<file path="config.mk">
export PLATFORM = sky130hd
export DESIGN_NAME = tcw_queue
export DESIGN_NICKNAME = d
export VERILOG_FILES = /design/src/rtl/core/tcw_pkg.sv /design/src/rtl/core/tcw_queue.sv
export SDC_FILE = /design/constraint.sdc
export NUM_CORES = 1
export LEC_CHECK = 0
export BUFFER_PORTS_ARGS = -buffer_cell sky130_fd_sc_hd__clkbuf_2
export CORE_MARGIN = 2
export CORE_UTILIZATION = 54
export DETAILED_ROUTE_END_ITERATION = 8
export PLACE_DENSITY_LB_ADDON = 0.3
export SYNTH_ARGS = -nofsm -noshare
export SYNTH_HDL_FRONTEND = slang
export SYNTH_SLANG_ARGS = --single-unit
</file>
<file path="constraint.sdc">
create_clock -name clk -period 5.9 [get_ports clk]
set_clock_uncertainty 0.1 [all_clocks]
set_input_delay 0.295 -clock clk [delete_from_list [all_inputs] [get_ports clk]]
set_output_delay 0.295 -clock clk [all_outputs]
set_load 0.02 [all_outputs]
</file>
<file path="src/rtl/core/tcw_pkg.sv">
// Package for the text console writer: payload structs, decoded command type,
// character and mode codes, and default screen geometry. No dependencies.
`default_nettype none
package tcw_pkg;

  localparam int COLUMNS_DEF = 80;
  localparam int ROWS_DEF    = 25;
  localparam int Q_DEPTH     = 2;
  localparam int Q_PTR_W     = (Q_DEPTH > 1) ? $clog2(Q_DEPTH) : 1;
  localparam int Q_CNT_W     = $clog2(Q_DEPTH + 1);

  localparam logic [1:0] MODE_PRINT = 2'd0;
  localparam logic [1:0] MODE_READ  = 2'd1;
  localparam logic [1:0] MODE_CLEAR = 2'd2;

  localparam logic [7:0] CH_NEWLINE   = 8'h0A;
  localparam logic [7:0] CH_BACKSPACE = 8'h08;
  localparam logic [7:0] CH_SPACE     = 8'h20;
  localparam logic [7:0] CH_BLANK     = 8'h00;
  localparam logic [7:0] ATTR_RESET   = 8'h0F;

  typedef struct packed {
    logic [1:0]  mode;
    logic [7:0]  char_code;
    logic [10:0] cell_addr;
  } in_item_t;

  typedef struct packed {
    logic [15:0] cell_word;
    logic [10:0] cursor_pos;
    logic [4:0]  cursor_row;
  } out_item_t;

  typedef enum logic [2:0] {
    K_CHAR,
    K_NEWLINE,
    K_BACKSPACE,
    K_READ,
    K_CLEAR,
    K_NOP
  } cmd_kind_t;

  typedef struct packed {
    cmd_kind_t   kind;
    logic [7:0]  ch;
    logic [10:0] addr;
    logic        addr_ok;
  } cmd_t;

endpackage
`default_nettype wire

</file>
<file path="src/rtl/core/tcw_queue.sv">
// Short command queue between the front end and the back end.
// Depends on tcw_pkg.
`default_nettype none
module tcw_queue (
  input  wire logic      clk,
  input  wire logic      rst_n,
  input  wire logic      push,
  output logic           push_ready,
  input  tcw_pkg::cmd_t  push_cmd,
  output logic           pop_valid,
  input  wire logic      pop,
  output tcw_pkg::cmd_t  pop_cmd
);
  import tcw_pkg::*;

  cmd_t                entry_r [Q_DEPTH];
  logic [Q_PTR_W-1:0]  wr_ptr_r, wr_ptr_nxt;
  logic [Q_PTR_W-1:0]  rd_ptr_r, rd_ptr_nxt;
  logic [Q_CNT_W-1:0]  count_r, count_nxt;

  assign push_ready = (count_r != Q_CNT_W'(Q_DEPTH));
  assign pop_valid  = (count_r != '0);
  assign pop_cmd    = entry_r[rd_ptr_r];

  always_comb begin
    wr_ptr_nxt = wr_ptr_r;
    rd_ptr_nxt = rd_ptr_r;
    count_nxt  = count_r;
    if (push) begin
      wr_ptr_nxt = (wr_ptr_r == Q_PTR_W'(Q_DEPTH - 1)) ? '0 : wr_ptr_r + 1'b1;
    end
    if (pop) begin
      rd_ptr_nxt = (rd_ptr_r == Q_PTR_W'(Q_DEPTH - 1)) ? '0 : rd_ptr_r + 1'b1;
    end
    if (push && !pop) begin
      count_nxt = count_r + 1'b1;
    end else if (pop && !push) begin
      count_nxt = count_r - 1'b1;
    end
  end

  always_ff @(posedge clk) begin
    if (!rst_n) begin
      wr_ptr_r <= '0;
      rd_ptr_r <= '0;
      count_r  <= '0;
    end else begin
      wr_ptr_r <= wr_ptr_nxt;
      rd_ptr_r <= rd_ptr_nxt;
      count_r  <= count_nxt;
    end
  end

  always_ff @(posedge clk) begin
    if (push) begin
      entry_r[wr_ptr_r] <= push_cmd;
    end
  end

endmodule
`default_nettype wire

</file>
* Yosys cells after proc, flatten, opt, wreduce, memory -nomap -nowiden
Memory sizes are Yosys's and may differ from the RTL's. A register that Yosys moved wholly into a read port is not among the register bits.
Index checks and enable logic that the tools add are counted.
** Word-level totals
- Bits in registers :: 4
- Bits in writable memories :: 46
- Bits of input ports :: 27
- Output and inout bits :: 25
- Memories kept :: 1
** Memories
- entry_r :: words 2, bits a word 23, rd ports 1, clocked after memory_dff 1, write ports 1, line tcw_queue.sv:16 : cmd_t entry_r [Q_DEPTH];
** Cells by class
- Add/sub/neg operators :: 4
- Equality and inequality tests :: 1
- Mux-type cells :: 8
- Reduce and logical (&&, ||, !) cells :: 6
** Operators with widths (number)
- 1-bit 2-to-1 mux :: 6
- 2-bit 2-to-1 mux :: 2
- 2-bit nonzero test :: 2
- 1-bit adder (second input constant) :: 2
- 2-bit by 1-bit adder with 2-bit output (second input constant) :: 1
- 1-bit logical AND :: 2
- 1-bit logical NOT :: 2
- 2-bit != test (second input constant) :: 1
- 2-bit by 1-bit subtractor with 2-bit output (second input constant) :: 1

* Logic depth before layout (Yosys ltp)
- Word-level depth :: 4
- Depth in mapped cells :: 5

* Worst setup path after synthesis
No wires, ideal clock.
- Path kind :: input to register
- Start point :: input push
- End point :: memory entry_r[0][0] in the netlist's numbering (enable)
- Library setup time :: 407 ps
- Arrival time :: 1389 ps
- Data required time :: 5393 ps
- Slack :: 4004 ps
- Stages :: 1
- Buffers on the path :: 0
- Cell sequence :: nor2b_1
** Between the ends
- Cells in the longest elaborated chain, start to end :: 2
** RTL lines
- start, declared :: line tcw_queue.sv:7 : input wire logic push,
- 1-bit 2-to-1 mux :: line tcw_queue.sv:55 : if (push) begin
- 1-bit 2-to-1 mux (implied by the code) :: line tcw_queue.sv:56 : entry_r[wr_ptr_r] <= push_cmd;
- end, declared :: line tcw_queue.sv:16
No other way between the ends.

==> impl_metrics.yaml <==
floorplanning:
  initial_core_util_pct: 56.2
  die_width_microns: 62.9
  num_rows: 21
  die_area_sq_mm: 0.00396
  core_area_sq_mm: 0.00334
  fp.dieH_microns: 62.9
  ios: 52
outcome:
  run_status: "complete, no violations"
power_and_ir_drop:
  p_int_w: 0.000548
  irDropWorstVdd_mv: 0.163
  power.share.switching_pct: 23.3
  p_sw_w: 0.000167
  p_clk_share_pct: 26.3
  combPwrFrac_pct: 13.8
  p_per_area_mw_per_mm2: 293
  power.share.sequential_pct: 59.8
  leakagePower_nw: 0.954
setup_path:
  path_max_fanout: 23
  max_stage_delay_ns: 1.05
  critPathKind: "reg -> out"
  critPathArrivalTime_ns: 1.99
  worstRegToRegCells: 1
  rr_endpoint: "entry_r[0][14]"
  worstPathCellList: "mux2_1, clkbuf_2"
  reg2reg_from: "wr_ptr_r"
  slowest_stage: "dfxtp_1"
  worstSetupEndpointType: "output port"
  rrSetupSlack_ns: 4.19
  cp.required_ns: 5.51
  start_kind: "register"
timing:
  slew_violations: 0
  worst_pin_slew_ns: 1.15
  rsz0062_at_grt: "no"
  fmax_mhz: 419
  hold_viol: 0
  timing.final.ws_setup_ns: 3.51
  maxSlewHeadroom_pct: 23.2
  min_period_over_period_pct: 40.5
  finalSetupViolations: 0
  fin_tns_setup_ns: 0
  fin_crit_ns: 2.39
cells_and_area:
  multi_input_area_sq_um: 377
  final_nets: 196
  diodes: 0
  drive_gt1_share_pct: 36.7
  seq_area_sq_mm: 0.00148
  area_growth_pct: 30.2
  fill_cells: 222
min_path:
  min_from: "push_cmd[8]"
  holdCritPathClass: "in -> reg"
  hold_depth: 1
  worstHoldEndpoint: "entry_r[1][8]"
synth:
  ys_ff_latch: 51
  synthesis.area_sq_mm: 0.00187
  syn_inst: 93
  yosysSeqAreaShare_pct: 79.0
  yosysUniqueCellTypes: 17
  synth_warnings: 0
  syn_area_per_cell_sq_um: 20.2
  syn-num-nets: 121
global_route:
  gr-total-overflow: 0
  grt_pass1_wl_mm: 4.92
  grt_max_degree: 25
  grt_pass1_vias: 1092
  grtUsageTotal_pct: 17.3
  antenna_found_initial: 0
clocking:
  clk_pin_slew_ns: 0.14
  clock_latency_ns: 0.36
  cts_buffer_depth: 2
  cts_buffers: 5
  htree_levels: 2
  cts_root_buf: "clkbuf_4"
  cts_tree: "done"
  cts.sinks: 51
drt:
  top_layer_used: "met4"
  wl_met1_mm: 1.17
  dr_wl_met2_mm: 1.75
  routedWlPerCell_microns: 14.8
  first_pass_iters: 4
  viasPerCell: 4.99
  routed_wirelength_mm: 3.18
  routed-via-count: 1072
  ant_nets: 0
  drc: 0
  drt-initial-drc-count: 26
  wl_met3_microns: 179
place:
  dp_hpwl_mm: 1.89
  place_congestion: 0.605
  port-buffer-count: 51
  post-place-ws_ns: 3.90
run:
  cap_violations: 0
[worst max-delay path, delay by kind of cell, from the launching register on]
| family | cells | cell delay [ns] |
|---|---|---|
| flip-flops | 1 | 1.05 |
| multiplexers | 1 | 0.41 |
| buffers and inverters | 1 | 0.16 |
[metal layers]
layer,global-route usage [%],vias to the layer above
met2,30.2,40
met4,8.33,0
li1,-,504
met5,0,-
met3,6.49,11
met1,18.1,517
[cells in the final DEF, fill, tap and decap left out, types with 2 or more instances in the layout]
cell type | Yosys | layout
and2_1 | 4 | 4
clkbuf_2 | 0 | 51
clkbuf_4 | 0 | 5
dfxtp_1 | 5 | 5
dlygate4sd3_1 | 0 | 19
edfxtp_1 | 46 | 46
mux2_1 | 20 | 20
mux2_2 | 3 | 3
xor2_1 | 2 | 2
[what timing repair did]
item	4_1_cts	5_1_grt
endpoints found under the setup margin	0	0
endpoints found under the hold margin	26	12
buffers inserted	0	0
hold buffers	13	6
resized for setup	0	0
[logic make-up (layout without fill, tap and decap cells)]
group | after synthesis | count (layout) | synth area share, %
flops | 51 | 51 | 79.0
mux | 23 | 23 | 13.8
simple gates | 9 | 9 | 3.00
compound gates | 3 | 3 | 1.07
xor+xnor | 3 | 3 | 1.40
buf+inv | 3 | 79 | 1.00
fa+ha+maj | 1 | 1 | 0.667
[cell usage after synthesis]
cell type	n	area, sq um
xor2_1	2	17.5
ha_1	1	12.5
a21boi_1	1	7.51
or2_1	1	6.26
o21ai_0	1	5.00
mux2_2	3	33.8
edfxtp_1	46	1380
nand2b_1	1	6.26
nor2b_1	2	12.5
o21a_1	1	7.51
xnor2_1	1	8.76
mux2_1	20	225
dfxtp_1	5	100
and2_1	4	25.0
inv_1	1	3.75
or3_1	1	6.26
buf_4	2	15.0
[power groups by stage]
stage | combinational [W] | clock, W | sequential (W)
after floorplan | 0.0000614 | 0 | 0.000429
after global routing | 0.000107 | 0.000207 | 0.000431
after global placement | 0.0000863 | 0 | 0.000435
after CTS | 0.0000966 | 0.000194 | 0.000428
after detailed placement | 0.0000894 | 0 | 0.000436
final | 0.0000990 | 0.000188 | 0.000428
[layout make-up]
class                      count  area share [%]
multi-input combinational     39            15.4
inverter                       1           0.154
timing repair buffer          70            18.2
clock buffer                   5            1.54
tap                           46            2.36
clock inverter                 3            1.59
sequential                    51            60.7
[per-stage QoR]
step / hold slack [ns] / util [%] / cells / power [W] / area (sq um)
2_1_floorplan: 0.294 / - / 93 / 0.000490 / 1870
3_3_place_gp: 0.375 / 65.2 / 188 / 0.000521 / 2170
3_5_place_dp: 0.388 / 65.2 / 188 / 0.000526 / 2170
4_1_cts: 0.000393 / 71.4 / 209 / 0.000719 / 2380
5_1_grt: 0.00738 / 73.2 / 215 / 0.000745 / 2440
6_report: 0.0319 / 73.2 / 215 / 0.000715 / 2440
[state kept, by name, summed over array words and instances, names as in the netlist, named ones only]
| register | cells |
|---|---|
| count_r | 2 |
| wr_ptr_r | 1 |
| rd_ptr_r | 1 |
| entry_r | 46 |
[worst max path at each step]
stage	start	end	depth (start not counted)	slack (ns)
floorplan	push	entry_r[0][0]	1	4.00
global placement	register	pop_cmd[3]	2	3.92
detailed placement	register	pop_cmd[13]	2	3.90
CTS	register	pop_cmd[13]	2	3.46
global route	register	pop_cmd[18]	2	3.36
finish	register	pop_cmd[6]	2	3.51
(Power assumes the default switching activity.)
