### src/rtl/core/tcw_pkg.sv
// Package for the text console writer: payload structs, decoded command type,
// character and mode codes, and default screen geometry. No dependencies.
`default_nettype none
package tcw_pkg;

  localparam int COLUMNS_DEF = 80;
  localparam int ROWS_DEF    = 25;
  localparam int Q_DEPTH     = 2;
  localparam int Q_PTR_W     = (Q_DEPTH > 1) ? $clog2(Q_DEPTH) : 1;
  localparam int Q_CNT_W     = $clog2(Q_DEPTH + 1);

  localparam logic [1:0] MODE_PRINT = 2'd0;
  localparam logic [1:0] MODE_READ  = 2'd1;
  localparam logic [1:0] MODE_CLEAR = 2'd2;

  localparam logic [7:0] CH_NEWLINE   = 8'h0A;
  localparam logic [7:0] CH_BACKSPACE = 8'h08;
  localparam logic [7:0] CH_SPACE     = 8'h20;
  localparam logic [7:0] CH_BLANK     = 8'h00;
  localparam logic [7:0] ATTR_RESET   = 8'h0F;

  typedef struct packed {
    logic [1:0]  mode;
    logic [7:0]  char_code;
    logic [10:0] cell_addr;
  } in_item_t;

  typedef struct packed {
    logic [15:0] cell_word;
    logic [10:0] cursor_pos;
    logic [4:0]  cursor_row;
  } out_item_t;

  typedef enum logic [2:0] {
    K_CHAR,
    K_NEWLINE,
    K_BACKSPACE,
    K_READ,
    K_CLEAR,
    K_NOP
  } cmd_kind_t;

  typedef struct packed {
    cmd_kind_t   kind;
    logic [7:0]  ch;
    logic [10:0] addr;
    logic        addr_ok;
  } cmd_t;

endpackage
`default_nettype wire

### src/rtl/core/tcw_front.sv
// Front end: accepts input transfers and classifies them into commands.
// Depends on tcw_pkg.
`default_nettype none
module tcw_front #(
  parameter int COLUMNS = tcw_pkg::COLUMNS_DEF,
  parameter int ROWS    = tcw_pkg::ROWS_DEF
) (
  input  wire logic             in_valid,
  output logic                  in_ready,
  input  tcw_pkg::in_item_t     in_data,
  input  wire logic             init_busy,
  input  wire logic             q_ready,
  output logic                  q_push,
  output tcw_pkg::cmd_t         q_cmd
);
  import tcw_pkg::*;

  localparam int CELLS = COLUMNS * ROWS;

  assign in_ready = q_ready && !init_busy;
  assign q_push   = in_valid && in_ready;

  always_comb begin
    q_cmd.ch      = in_data.char_code;
    q_cmd.addr    = in_data.cell_addr;
    q_cmd.addr_ok = (32'(in_data.cell_addr) < 32'(CELLS));
    case (in_data.mode)
      MODE_PRINT: begin
        if (in_data.char_code == CH_NEWLINE) begin
          q_cmd.kind = K_NEWLINE;
        end else if (in_data.char_code == CH_BACKSPACE) begin
          q_cmd.kind = K_BACKSPACE;
        end else begin
          q_cmd.kind = K_CHAR;
        end
      end
      MODE_READ:  q_cmd.kind = K_READ;
      MODE_CLEAR: q_cmd.kind = K_CLEAR;
      default:    q_cmd.kind = K_NOP;
    endcase
  end

endmodule
`default_nettype wire

### config.mk
export PLATFORM = sky130hd
export DESIGN_NAME = tcw_front
export DESIGN_NICKNAME = d
export VERILOG_FILES = /design/src/rtl/core/tcw_pkg.sv /design/src/rtl/core/tcw_front.sv
export SDC_FILE = /design/constraint.sdc
export NUM_CORES = 1
export LEC_CHECK = 0
export BUFFER_PORTS_ARGS = -buffer_cell sky130_fd_sc_hd__buf_2
export CORE_AREA = 2 2 39 41
export DETAILED_ROUTE_END_ITERATION = 8
export DIE_AREA = 0 0 41 43
export GPL_TIMING_DRIVEN = 0
export PLACE_DENSITY = 0.59
export SLEW_MARGIN = 40
export SYNTH_ARGS = -nofsm -noshare
export SYNTH_HDL_FRONTEND = slang
export SYNTH_SLANG_ARGS = --single-unit
### constraint.sdc
create_clock -name vclk -period 0.8
set_input_delay 0.04 -clock vclk [all_inputs]
set_output_delay 0.04 -clock vclk [all_outputs]
set_load 0.1 [all_outputs]
=== Word level (Yosys, flattened, before mapping) ===
Cells that the tools add are included.

* Register bits: 0

* Magnitude comparators: 1
* Equality and inequality tests: 4
* Mux-type cells: 3
* Reduce and logical (&&, ||, !) cells: 4

{| class="wikitable"
|+ Operators with widths
! kind !! number
|-
| 8-bit by 4-bit equality test with 1-bit output, second input constant || 2
|-
| 11-bit less-than comparator, second input constant || 1
|-
| 3-bit one-hot mux with 3 select lines || 1
|-
| 2-bit two-way mux || 2
|-
| 2-bit by 1-bit equality test with 1-bit output, second input constant || 1
|-
| 2-bit equality test, second input constant || 1
|-
| 1-bit logical AND || 2
|-
| 2-bit logical NOT || 1
|-
| 1-bit logical NOT || 1
|}

=== Logic depth before layout (Yosys ltp) ===
Gate-level depths: netlist of run 1.

* Depth in word-level cells: 4
* Gate-level depth with buffers: 2

=== Worst setup path before layout of run 1 ===
No wires, ideal clock.

* Path kind: input-to-output
* Start: in init_busy
* End: out q_push
* Arrival time: 2.314 ns
* Required time: 0.760 ns
* Path slack: -1.554 ns
* Cell stages on the path: 2
* Path buffers: 0
* Path through: nor2b_1 and2_1

* Word-level cells in the longest chain between the ends: 3

{| class="wikitable"
|+ Ends and longest elaborated chain
! element !! RTL line !! source
|-
| start, declared || tcw_front.sv:11 || <nowiki>input wire logic init_busy,</nowiki>
|-
| 1-bit logical NOT || tcw_front.sv:20 || <nowiki>assign in_ready = q_ready && !init_busy;</nowiki>
|-
| 1-bit logical AND || tcw_front.sv:20 ||
|-
| 1-bit logical AND || tcw_front.sv:21 || <nowiki>assign q_push = in_valid && in_ready;</nowiki>
|-
| end, declared || tcw_front.sv:13 || <nowiki>output logic q_push,</nowiki>
|}

No other way between the ends.

==> summary.md, run 1 <==
| Metric | Value |
|---|---|
| Clock period minus final worst setup slack | 0.926 ns |
| Global-route wire length before repair | 1100 um |
| Synth top area cells | buf_4 62%, nor4b_2 6.6%, nor4_2 5.5% |
| Clock share of power | 0 |
| Register area | 0 sq um |
| Routed wire length | 690 um |
| Die Y | 43 um |
| Clock buffers | 0 |
| Worst slew pin tran | slightly below 0.5 ns |
| Die span in x | 41 um |
| Final setup vio count | 2 |
| Crit start category | input port |
| Die area | 1760 sq um |
| Row count | 14 |
| Gr ovfl total | 0 |
| Max-slew violations | 0 |
| RSZ-0062 raised after global routing | yes |
| Area Overhead vs Synth | 162% |
| Layout cells sized above 1 | 0.960 |
| Placer Congestion | 0.607 |
| Final worst slack | -0.126 ns |
| Largest net degree at the start of global routing | 4 |
| Dpl ws | -0.388 ns |
| Psw | around 0.56 mW |
| Sequential power share | 0 |
| Post-Syn Nets | 54 |
| Hold path endpoint | q_cmd[20] |
| Worst-path maximum fanout | 2 |
| Max VDD drop | approximately 0.49 mV |
| Pwr Density | approximately 1200 nW/um^2 |
| Worst Hold Class | input port to primary output |
| Post-CTS Hold Fix Bufs | 0 |
| Crit path capture type | primary output |
| Final HPWL DP | 630 um |
| IO Pins | 49 |
| Largest family of logic cells by synthesized area | buffers and inverters |
| Mapped Avg Cell Area | approximately 7.6 sq um |
| Starting Density | 0.165 |
| Hold depth | 3 |
| Area share of and/or/nand/nor cells after synthesis | 0.202 |
| Rel. slew slack | 0.676 |
| Critical path class | input port to primary output |
| Leakage Power | 0.344 nW |
| Final Cell Area | 599 sq um |
| Number of global-route vias before repair | 300 |
| # nets final | slightly above 100 |
| XOR/XNOR Fraction of Synth Area | 0 |
| Max_cap viols | 0 |
| Post CTS Setup Buffer Count | 0 |
| Placement Cell Area | 539 sq um |
| Core footprint | 1380 sq um |
| Post-DR wirelength/cell | 7.58 um |
| Cells after DPL | 91 |
| Vias | 345 |
| Top-count cell post-synth | buf_4 |
| Worst path arrival time | around 0.89 ns |
| Flip-flop and latch count | 0 |
| Mux contribution to synthesized area | 0 |
| Combinational Power Share | 1.000 |
| Post-Syn Instances | 30 |
| DRC viols | 0 |
| TritonRoute pass-1 iters | 1 |
| Syn. warnings | 0 |
| GRT Total Usage | 0.0829 |
| Switching share of power | 0.746 |
| Antenna Nets Post-Route | 0 |
| Run status | finished with violations |
| Seq/Total Area, Yosys | 0 |
| Routed vias/inst | ~3.8 |
| Violated checks | negative setup slack |
| DR iter-0 viols | 0 |
| Hold Path Origin | in_data[19] |
| Final cell count without fillers | 91 |
| Initial antenna violation count | 0 |
| Distinct cell type count of the synthesized netlist | 11 |
| Synthesized cell area | about 230 sq um |
| Critical path required time | 0.76 ns |
| Int Pwr | 0.189 mW |
| Diode count | 0 |
| Synth cell count leaders | 19 x buf_4, 2 x inv_1 |
| Synth Area in Compound Gates | 0.126 |
| PortBufs | 45 |
| Post-Synth Adder-Cell Area | 0 |
| Final hold viol count | 0 |
| Largest area contributor in the netlist | buf_4 |
| Post-layout util | 0.433 |
| Fmax | 1.08 GHz |
| Final period utilization | 1.16 |
| Synth top area share | 0.623 |
worst max-delay path by stage:
| stage | from | to | slack (ns) |
|---|---|---|---|
| after floorplan | q_ready | q_push | -0.25 |
| after global placement | in_data[20] | q_cmd[21] | -0.38 |
| after CTS | in_data[17] | q_cmd[21] | -0.15 |
| after detailed placement | in_data[16] | q_cmd[21] | -0.39 |
| after global routing | in_data[15] | q_cmd[21] | -0.18 |
| final | in_data[11] | q_cmd[21] | -0.13 |
power by group through the flow:
stage	Clock [mW]	Sequential, mW	Combinational (mW)
finish	0	0	0.745
global route	0	0	0.770
CTS	0	0	0.748
detailed placement	0	0	0.713
global placement	0	0	0.711
floorplan	0	0	0.585
kinds of logic (layout without fill, tap and decap cells):
logic type,after synthesis,count (layout)
AO/OA/AOI/OAI,3,3
buffers and inverters,22,67
AND/OR/NAND/NOR,5,5
worst max-delay path: stages:
cell	delay, ns
buf_4	0.12
nor4b_4	0.31
a32o_4	0.25
buf_12	0.17
metal layers:
layer	share of wire	up-vias	track usage
met2	0.56	25	0.166
met1	0.31	146	0.0949
met4	0	0	0
li1	-	174	-
met5	0	-	0
met3	0.13	0	0
cells in the final DEF (no fill, tap or decap):
cell type  instances
and2_4             1
nor2b_4            1
buf_12             2
clkbuf_2           1
and3_1             1
buf_4             21
nor4b_4            1
inv_1              2
nor4_4             1
buf_6              4
buf_2             37
a31o_4             1
a32o_4             1
o2111ai_4          1
final cells by class:
cell class	count	area [sq um]
multi-input cells	8	139
well taps	16	20.0
inverters	2	7.51
plain buffers	20	148
repair buffers	45	285
fillers	137	785
metrics by stage:
step | power [mW] | setup TNS (ns) | hold slack [ns]
floorplan | 0.585 | -0.267 | 0.183
global placement | 0.711 | -0.886 | 0.464
detailed placement | 0.713 | -0.904 | 0.465
CTS | 0.748 | -0.239 | 0.459
global route | 0.770 | -0.311 | 0.462
finish | 0.745 | -0.209 | 0.453
repair_timing:
action,CTS,global route
pin swaps,4,2
gates resized for setup,17,1
endpoints found under the setup margin,4,3
hold endpoints to repair,0,0
Note: power is estimated with default switching activity, not from simulation.
==> run 2, diff against run 1 <==
Settings changed: ABC_AREA set to 1, PLACE_DENSITY 0.59 to 0.62.
Clock period 0.8 ns to 0.9 ns, I/O delays scaled along.
==> run 2 against run 1 <==
Net effect: the run now ends clean; total power shrank 14%; worst hold slack improved by 0.021 ns; synthesized cell count is 57% higher; core utilization decreased by 2.8 points; routed wire length rose by 6.5%; cell area decreased by 6.5%; critical path type unchanged; non-clock buffer count unchanged; setup slack better by 0.18 ns; via count grew 18%; sequential share of layout area unchanged; critical path depth did not move; first-iteration DRC count grew 1.
==> summary.md, run 2 <==
| Metric | Value |
|---|---|
| Post-Syn Nets | 71 (was 54) |
| Rel. slew slack | 0.676 (about the same) |
| Max_cap viols | 0 (unchanged) |
| Worst-path maximum fanout | 2 (unchanged) |
| Crit start category | input port (unchanged) |
| Clock period minus final worst setup slack | approximately 0.85 ns |
| Final worst slack | 0.0526 ns (was -0.126 ns) |
| Placer Congestion | 0.548 (was 0.607) |
| Most frequent cells in the layout | 43 x buf_2, 19 x buf_4, 7 x inv_1, 7 x nand2_1, 4 x nor2_1 (was 37 x buf_2, 21 x buf_4, 4 x buf_6) |
| Final period utilization | 0.942 |
| Most numerous cell on the critical path | buf_2 |
| Fmax | about 1.2 GHz |
| Crit-path max cell delay | 0.44 ns (was 0.31 ns) |
| Flip-flop and latch count | 0 (unchanged) |
| Routed vias/inst | 3.77 (was 3.79) |
| Largest net degree at the start of global routing | 4 (unchanged) |
| Most common cell after layout, fill and taps aside | buf_2 (unchanged) |
| Register area | 0 sq um (unchanged) |
| Seq/Total Area, Yosys | 0 (unchanged) |
| Critical path required time | 0.85 ns (was 0.76 ns) |
| Max-slew violations | 0 (unchanged) |
| PortBufs | 45 (unchanged) |
| Synthesized cell area | 259 sq um (was 229 sq um) |
| Routed wire length | 735 um (was 690 um) |
| Worst Hold Class | input port to primary output (unchanged) |
| Filler cell count | 154 (was 137) |
| Area Overhead vs Synth | 116% (was 162%) |
| Distinct cell type count of the synthesized netlist | 9 (was 11) |
| Synth top area cells | buf_4 55%, nand2_1 14%, inv_1 10% (was buf_4 62%, nor4b_2 6.6%, nor4_2 5.5%) |
| CP max-delay cell | buf_2 (was nor4b_4) |
| Critical path class | input port to primary output (unchanged) |
| Vias | 407 (was 345) |
| Starting Density | 0.187 (was 0.165) |
| Row count | 14 (unchanged) |
| WHS | 0.474 ns (was 0.453 ns) |
| Post-layout util | 0.405 (was 0.433) |
| Mapped Avg Cell Area | 5.51 sq um (was 7.63 sq um) |
| Crit path capture type | primary output (unchanged) |
| Placement Cell Area | 544 sq um (was 539 sq um) |
| DR iter-0 viols | 1 (was 0) |
| Core footprint | 1380 sq um (unchanged) |
| Gr ovfl total | 0 (unchanged) |
| Synth top area share | 0.551 (was 0.623) |
| Final TNS setup | 0 ns (was -0.209 ns) |
| Max VDD drop | 0.523 mV (was 0.493 mV) |
| Die Y | 43 um (unchanged) |
| Post-Syn Instances | 47 (was 30) |
| Die span in x | 41 um (unchanged) |
| Leakage Power | 0.364 nW (was 0.344 nW) |
| Number of global-route vias before repair | 309 (was 300) |
| Layout cells sized above 1 | 0.783 (was 0.960) |
| TritonRoute pass-1 iters | 2 (was 1) |
| Final Cell Area | 561 sq um (was 599 sq um) |
| Cell breakdown of the critical path | buf_2 -> inv_1 -> nor3b_4 -> buf_2 (was buf_4 -> nor4b_4 -> a32o_4 -> buf_12) |
| IO Pins | 49 (unchanged) |
| # nets final | 118 (was 101) |
| Worst slew pin tran | 0.490 ns (was 0.489 ns) |
| Top-count cell post-synth | buf_4 (unchanged) |
| Final HPWL DP | 723 um (was 630 um) |
| Pwr Density | 1140 nW/um^2 (was 1240 nW/um^2) |
| Initial antenna violation count | 0 (unchanged) |
| Global-route wire length before repair | 1040 um (was 1100 um) |
| Dpl ws | -0.137 ns (was -0.388 ns) |
| Largest area contributor in the netlist | buf_4 (unchanged) |
| Die area | 1760 sq um (unchanged) |
| Final setup vio count | 0 (was 2) |
| DRC viols | 0 (unchanged) |
| Worst path arrival time | 0.80 ns (was 0.89 ns) |
| Synth cell count leaders | 19 x buf_4, 10 x nand2_1, 7 x inv_1, 6 x nor2_1 (was 19 x buf_4, 2 x inv_1) |
| GRT Total Usage | 0.0759 (was 0.0829) |
| Final hold viol count | 0 (unchanged) |
| Post-DR wirelength/cell | 6.81 um (was 7.58 um) |
| Run status | finished clean (was finished with violations) |
| Clock buffers | 0 (unchanged) |
| Antenna Nets Post-Route | 0 (unchanged) |
| Diode count | 0 (unchanged) |
| Syn. warnings | 0 (unchanged) |
| Area occupied by multi-input gates | 125 sq um (was 139 sq um) |
| RSZ-0062 raised after global routing | no (was yes) |
## run 2: changes by cell type in the layout (fill, tap and decap cells not counted), sizes merged
| cell | previous run | this run |
|---|---|---|
| and2 | 1 | 0 |
| or2 | 0 | 1 |
| and3 | 1 | 0 |
| nor2 | 0 | 7 |
| nand2 | 0 | 10 |
| a31o | 1 | 0 |
| nor3b | 0 | 1 |
| o2111ai | 1 | 0 |
| nor2b | 1 | 0 |
| nor4 | 1 | 0 |
| a32o | 1 | 0 |
| nor4b | 1 | 0 |
| nand4 | 0 | 1 |
| inv | 2 | 7 |
## run 2: final cells by class
cell class / count / share of cell area
Tap cell: 16 / 0.0357
Multi-Input combinational cell: 20 / 0.223
Inverter: 7 / 0.0469
Buffer: 20 / 0.263
Timing Repair Buffer: 45 / 0.431
## run 2: through the flow
step                      total power, mW  cells
after floorplan                     0.524     47
after global placement              0.628    108
after detailed placement            0.633    108
after CTS                           0.638    108
after global routing                0.664    108
final                               0.638    108
## run 2: report_power, final
group          total (mW)  internal, mW  switching [mW]
Sequential              0             0               0
Clock                   0             0               0
Combinational       0.638         0.145           0.493
Total               0.638         0.145           0.493
## run 2: critical path, delay by kind of cell
| family | cells | cell delay (ns) |
|---|---|---|
| buffers and inverters | 3 | 0.59 |
| AND/OR/NAND/NOR | 1 | 0.16 |
## run 2: kinds of logic after synthesis
group,count (synthesis),share of synthesized area
and+or+nand+nor,20,0.333
buffers and inverters,27,0.667
## run 2: path summary, 6_finish.rpt
check                   from  endpoint  slack (ns)  depth (start not counted)
setup / recovery     q_ready    q_push        0.05                          4
hold / removal    in_data[0]  q_cmd[1]        0.47                          2
## run 2: timing repair
item,CTS,global route
buffers inserted,0,0
hold buffers,0,0
setup endpoints to repair,2,2
endpoints found under the hold margin,0,0
gates resized for setup,3,2
## run 2: layer usage
metal,GRT usage,wire length (um),part of all wire
met5,0,0,0
met2,0.169,417,0.57
met3,0.00524,121,0.16
met4,0,0,0
met1,0.0665,196,0.27
